### src/rtl/tpss_pkg.sv
`timescale 1ns / 1ps
`default_nettype none
// ============================================================================
// tpss_pkg
// shared widths, payload types and helpers of the slice segment core
// ============================================================================
package tpss_pkg;

    localparam int CW       = 32;          // coordinate width
    localparam int DW       = CW + 1;      // height difference / edge delta width
    localparam int NW       = 2 * CW;      // interpolation numerator width
    localparam int QW       = CW;          // quotient bits, one per divider stage
    localparam int TW       = 16;          // dedup tolerance width
    localparam int LANES    = 4;           // p0 x, p0 z, p1 x, p1 z
    localparam int LANE_LAT = QW + 2;      // load stage, divider stages, final add

    localparam logic [TW-1:0] TOL_RESET = TW'(1);

    // lane numbering
    localparam int LANE_P0X = 0;
    localparam int LANE_P0Z = 1;
    localparam int LANE_P1X = 2;
    localparam int LANE_P1Z = 3;

    typedef logic signed [CW-1:0] t_coord;

    typedef struct packed {
        t_coord a_x;
        t_coord a_y;
        t_coord a_z;
        t_coord b_x;
        t_coord b_y;
        t_coord b_z;
        t_coord c_x;
        t_coord c_y;
        t_coord c_z;
        t_coord plane_height;
    } t_tri;

    typedef struct packed {
        logic   seg_valid;
        t_coord p0_x;
        t_coord p0_z;
        t_coord p1_x;
        t_coord p1_z;
    } t_seg;

    // one interpolation job: base +/- num / den
    typedef struct packed {
        logic [NW-1:0] num;
        logic [DW-1:0] den;
        t_coord        base;
        logic          neg;
    } t_lane_req;

    // one divider stage: partial remainder, unshifted numerator bits, quotient
    typedef struct packed {
        logic [CW:0]   rem;
        logic [CW-1:0] low;
        logic [DW-1:0] den;
        logic [QW-1:0] q;
        t_coord        base;
        logic          neg;
    } t_div_st;

    // magnitude of a two's complement value one bit wider than a coordinate
    function automatic logic [CW-1:0] mag_d(input logic [DW-1:0] v);
        logic [DW-1:0] n;
        n = v[DW-1] ? (~v + DW'(1)) : v;
        return n[CW-1:0];
    endfunction

endpackage
`default_nettype wire

### src/rtl/tpss_dedup.sv
`timescale 1ns / 1ps
`default_nettype none
// ============================================================================
// tpss_dedup
// clears the segment if its second point lies within tolerance of the first
// ============================================================================
module tpss_dedup (
    input  wire logic                     i_clk,
    input  wire logic                     i_rst_n,
    input  wire logic                     i_en,
    input  wire logic                     i_valid,
    input  wire tpss_pkg::t_seg           i_seg,
    input  wire logic [tpss_pkg::TW-1:0]  i_tol,
    output logic                          o_valid,
    output tpss_pkg::t_seg                o_seg
);

    localparam int CW = tpss_pkg::CW;
    localparam int TW = tpss_pkg::TW;

    logic               r1_valid;
    tpss_pkg::t_seg     r1_seg;
    logic [CW-1:0]      r1_dx, r1_dz;

    logic               r2_valid;
    tpss_pkg::t_seg     r2_seg;
    logic               r2_far;
    logic [2*TW-1:0]    r2_sqx, r2_sqz, r2_tsq;

    logic               w_near;

    always_ff @(posedge i_clk) begin
        if (!i_rst_n) begin
            r1_valid <= 1'b0;
            r2_valid <= 1'b0;
        end else if (i_en) begin
            r1_valid <= i_valid;
            r2_valid <= r1_valid;
        end
    end

    always_ff @(posedge i_clk) begin
        if (i_en) begin
            r1_seg <= i_seg;
            r1_dx  <= tpss_pkg::mag_d({i_seg.p0_x[CW-1], i_seg.p0_x}
                                    - {i_seg.p1_x[CW-1], i_seg.p1_x});
            r1_dz  <= tpss_pkg::mag_d({i_seg.p0_z[CW-1], i_seg.p0_z}
                                    - {i_seg.p1_z[CW-1], i_seg.p1_z});
            r2_seg <= r1_seg;
            r2_far <= (r1_dx > CW'(i_tol)) || (r1_dz > CW'(i_tol));
            r2_sqx <= (2*TW)'(r1_dx[TW-1:0]) * (2*TW)'(r1_dx[TW-1:0]);
            r2_sqz <= (2*TW)'(r1_dz[TW-1:0]) * (2*TW)'(r1_dz[TW-1:0]);
            r2_tsq <= (2*TW)'(i_tol) * (2*TW)'(i_tol);
        end
    end

    always_comb begin
        w_near = !r2_far
              && (({1'b0, r2_sqx} + {1'b0, r2_sqz}) <= {1'b0, r2_tsq});
        o_seg.seg_valid = r2_seg.seg_valid && !w_near;
        o_seg.p0_x = o_seg.seg_valid ? r2_seg.p0_x : '0;
        o_seg.p0_z = o_seg.seg_valid ? r2_seg.p0_z : '0;
        o_seg.p1_x = o_seg.seg_valid ? r2_seg.p1_x : '0;
        o_seg.p1_z = o_seg.seg_valid ? r2_seg.p1_z : '0;
    end

    assign o_valid = r2_valid;

endmodule
`default_nettype wire

### config.mk
export PLATFORM = sky130hd
export DESIGN_NAME = tpss_dedup
export DESIGN_NICKNAME = d
export VERILOG_FILES = /design/src/rtl/tpss_pkg.sv /design/src/rtl/tpss_dedup.sv
export SDC_FILE = /design/constraint.sdc
export NUM_CORES = 2
export LEC_CHECK = 0
export BUFFER_PORTS_ARGS = -buffer_cell sky130_fd_sc_hd__buf_4
export CAP_MARGIN = 30
export CORE_ASPECT_RATIO = 0.5
export CORE_MARGIN = 2
export CORE_UTILIZATION = 55
export DETAILED_ROUTE_END_ITERATION = 7
export PLACE_DENSITY = 0.79
export SLEW_MARGIN = 20
export SYNTH_ARGS = -nofsm -noshare
export SYNTH_HDL_FRONTEND = slang
export SYNTH_SLANG_ARGS = --single-unit
### constraint.sdc
create_clock -name i_clk -period 8.8 [get_ports i_clk]
set_input_delay 1.76 -clock i_clk [delete_from_list [all_inputs] [get_ports i_clk]]
set_output_delay 1.76 -clock i_clk [all_outputs]
set_load 0.005 [all_outputs]
After elaboration in Yosys (flattened, before gate mapping)

Index checks and enable logic that the tools add are counted.
Widths: inputs -> output; s select.

Register bits after elaboration: 421
Bits of input ports: 149
Word-level logic and storage cells: 42

Add/subtract/negate cells: 5
Multiply operators: 3
$lt $le $gt $ge: 3
Mux-type cells: 6
Bitwise logic cells: 2
Reductions and logical operators: 5

Operators by type and width:

| cell                  | number |
|---|---|
| $mux 32               | 6 |
| $mul 16x16->32        | 3 |
| $sub 32x32->33        | 2 |
| $add 32x1->32 const B | 2 |
| $gt 32x16->1          | 2 |
| $not 32->32           | 2 |
| $add 32x32->33        | 1 |
| $le 33x32->1          | 1 |
| $logic_and 1x1->1     | 2 |
| $logic_not 1->1       | 2 |
| $logic_or 1x1->1      | 1 |

Depth between registers and ports, before layout

Depth in word-level cells: 6
Depth in mapped cells: 27
Gate-level depth less buffers: 26

Least setup slack after synthesis

No wires, ideal clock.

Kind: input -> register
Start point: input port i_tol[10] in the netlist's numbering
End point: register r2_tsq[31], data pin
Setup time: 0.260 ns
Arrival: 7.523 ns
Path slack: 1.017 ns
Stages: 25
Buffers on the path: 1
Path through: clkbuf_1 -> inv_1 -> nor2_1 -> inv_1 -> fa_1 -> inv_1 -> fa_1 -> inv_1 -> fa_1 -> fa_1 -> fa_1 -> fa_1 -> inv_1 -> ha_1 -> o21a_1 -> o21ai_0 -> nand2b_1 -> and2_1 -> a211oi_1 -> o211ai_1 -> nand3_1 -> nand4_1 -> a31o_2 -> a21oi_1 -> xnor2_1

Word-level cells in the longest chain between the ends: 1

Ends and longest elaborated chain:

| item                 | line             | RTL |
|---|---|---|
| from (decl)          | tpss_dedup.sv:13 | `input wire logic [tpss_pkg::TW-1:0] i_tol,` |
| $mul 16x16->32       | tpss_dedup.sv:53 | `r2_tsq <= (2*TW)'(i_tol) * (2*TW)'(i_tol);` |
| to (signal assigned) | tpss_dedup.sv:53 |  |
| to (decl)            | tpss_dedup.sv:28 | `logic [2*TW-1:0] r2_sqx, r2_sqz, r2_tsq;` |

No other way between the ends.
A chain may end at the register's enable or synchronous reset.

==> results.tsv <==
metric	value	unit
status	complete, no violations	
first_pass_iters	8	
drv_slew	0	
fin_crit	8.467	ns
vias	32150	
grtUsageTotal	26.22	%
cp_slowest_stage_delay	0.74	ns
antenna_found_initial	3	
worstMarginPinSlew	1.072	ns
gp_congestion	0.9267	
syn_avg_cell_area	9.906	um^2
drt_wl_total	106.0	mm
path_cells	ha_1 -> a21o_1 -> a21oi_1 -> o21bai_1 -> a211oi_1 -> o21ai_0 -> a2111oi_0 -> o21ai_0 -> a31oi_1 -> o31ai_1 -> a21oi_1 -> xnor2_1 -> ha_1 -> nand4b_1 -> nor3_1 -> a41oi_1 -> o31ai_4 -> buf_12 -> a211oi_1 -> buf_4	
initial_core_util	55.56	%
critPathKind	register to primary output	
wl_met2	51.44	mm
end_kind	primary output	
fin_crit_sh	96.22	%
finalSetupTns	0	ns
rr_worst_depth	24	
final_cells	5748	
h-tree-depth	2	
cp.required	7.04	ns
cpMaxStageDelayCell	a2111oi_0	
synthArstFlopShare	0	%
dpl.cell_count	5670	
detail_route.wl_per_cell	18.44	um
grt_overflow	0	
synth-main-ff-cell	edfxtp_1	
numPortBuffers	278	
min_to	r2_seg[38]	
reg2reg_to	r2_sqx[30]	
grt_max_degree	172	
die_h	204.2	um
grt_pass1_wl	173.3	mm
drive_above_1_share	9.133	%
synth_commonest_cells	inv_1 (1033), fa_1 (488), ha_1 (464), edfxtp_1 (416), nand2_1 (325)	
cp_max_fo	129	
grt_pass1_vias	33820	
cts_buffer_depth	3	
cts_resized	0	
layout.nets	5766	
yosysMostFrequentCell	inv_1	
hold_start	r1_seg[38]	
drc	0	
rsz0062_at_grt	false	
drv_cap	0	
setup_slack	0.3330	ns
fmax	0.1181	GHz
yosysTopAreaCellShare	28.33	%
startpoint_type	register	
core_area	79370	um^2
die_w	404.5	um
yosysSeqAreaShare	28.42	%
vias_per_cell	5.593	
wl_met1	45.06	mm
fin_util	61.27	%
synth_edf_count	416	
finalSetupViolCount	0	
first_iter_violations	2496	
r2r-start	r1_dx[3]	
cts_setup_buffers	0	
hp-class	register to register	
min_path_cells	0	
slew_headroom	28.52	%
num_rows	73	
ys_ff_latch	418	
yosys.area.top_type	edfxtp_1	
area_growth_syn_to_layout	10.27	%
cts.sink_count	418	
cts_tree	done	
ys_types	85	
synth_nets	5553	
hpwl	82.83	mm
io_pins	279	
clk_pin_slew_worst_paths	0.07	ns
wl_met3	6.612	mm
pre_cts_slack	0.4771	ns
ant_nets	0	
hold_viol	0	
ctsRootBufferMaster	clkbuf_16	
syn_inst	4452	
syn-cell-area	44100	um^2
cts_hold_buf	0	
ys_top_cells_by_area	edfxtp_1 (28%), fa_1 (22%), ha_1 (13%), inv_1 (8.8%), xnor2_1 (3.2%)	
clk_latency	0.60	ns
fin_worst_skew	0.02932	ns
rrSetupSlack	1.24	ns
cts_made_buffers	41	
maxUsedRoutingLayer	met5	
die_area	82600	um^2
yosysWarnings	0	
worstPathArrival	6.71	ns
sequential cells by signal, summed over array words and instances (netlist names):
signal    flops
o_valid       1
r1_dx        32
r1_dz        32
r1_seg      129
r1_valid      1
r2_far        1
r2_seg      129
r2_sqx       31
r2_sqz       31
r2_tsq       31
layer usage:
| layer | track usage (%) | vias to the layer above |
|---|---|---|
| li1 | - | 15070 |
| met1 | 35.24 | 15910 |
| met2 | 44.65 | 982 |
| met3 | 3.584 | 189 |
| met4 | 7.476 | 2 |
| met5 | 0 | - |
layout by cell type, fill, tap and decap left out, types with 107 or more instances in the layout:
cell and n:
a21oi_1 179, edfxtp_1 416, o21ai_0 111, xnor2_1 160, inv_1 1032, and2_1 107
fa_1 488, buf_4 302, nor2_1 194, nand2_1 325, ha_1 464, a211oi_1 151
area by class of cell:
cell class | count | area [um^2]
Sequential cell | 418 | 12530
Timing Repair Buffer | 309 | 2392
Tap cell | 1050 | 1314
Clock inverter | 29 | 305.3
Clock buffer | 46 | 1066
Inverter | 1038 | 3899
Multi-Input combinational cell | 2857 | 27120
Fill cell | 6426 | 30740
Antenna cell | 1 | 2.502
cell families (layout without fill, tap and decap cells):
kind of cell / count (synthesis) / after routing / share of synthesized area, %
AOI/OAI and AO/OA: 738 / 738 / 11.29
and+or+nand+nor: 932 / 932 / 10.12
other: 0 / 1 / 0
xor gates and xnor gates: 225 / 225 / 4.468
DFF: 418 / 418 / 28.42
buffers and inverters: 1177 / 1422 / 10.15
adders and majority gates: 952 / 952 / 35.32
muxes: 10 / 10 / 0.2383
stage by stage:
step           area, um^2  hold WS [ns]
2_1_floorplan       44100        0.4003
3_3_place_gp        47230        0.4003
3_5_place_dp        47230        0.4045
4_1_cts             48600        0.4107
5_1_grt             48630        0.4124
6_report            48630        0.4068
how the worst max path moves through the flow:
stage	from	end	slack, ns	cells past startpoint
3_5_place_dp	i_tol[10]	r2_tsq[31]	0.48	25
3_3_place_gp	i_tol[10]	r2_tsq[31]	0.55	25
4_1_cts	r2_sqx[3]	o_seg[66]	0.57	20
5_1_grt	r2_sqx[3]	o_seg[66]	0.20	20
6_report	r2_sqx[3]	o_seg[108]	0.33	20
2_1_floorplan	i_tol[10]	r2_tsq[31]	1.02	25
critical path, delay by kind of cell (launching register included):
kind	cells	cell delay [ns]
DFF	1	0.42
xor gates and xnor gates	1	0.25
AOI/OAI and AO/OA	13	3.97
adders and majority gates	2	0.70
and+or+nand+nor	2	0.16
buffers and inverters	2	0.40
Power is left out: the tool's default activity adds up to more than one toggle a clock period on the data nets, which glitch-free logic cannot reach.
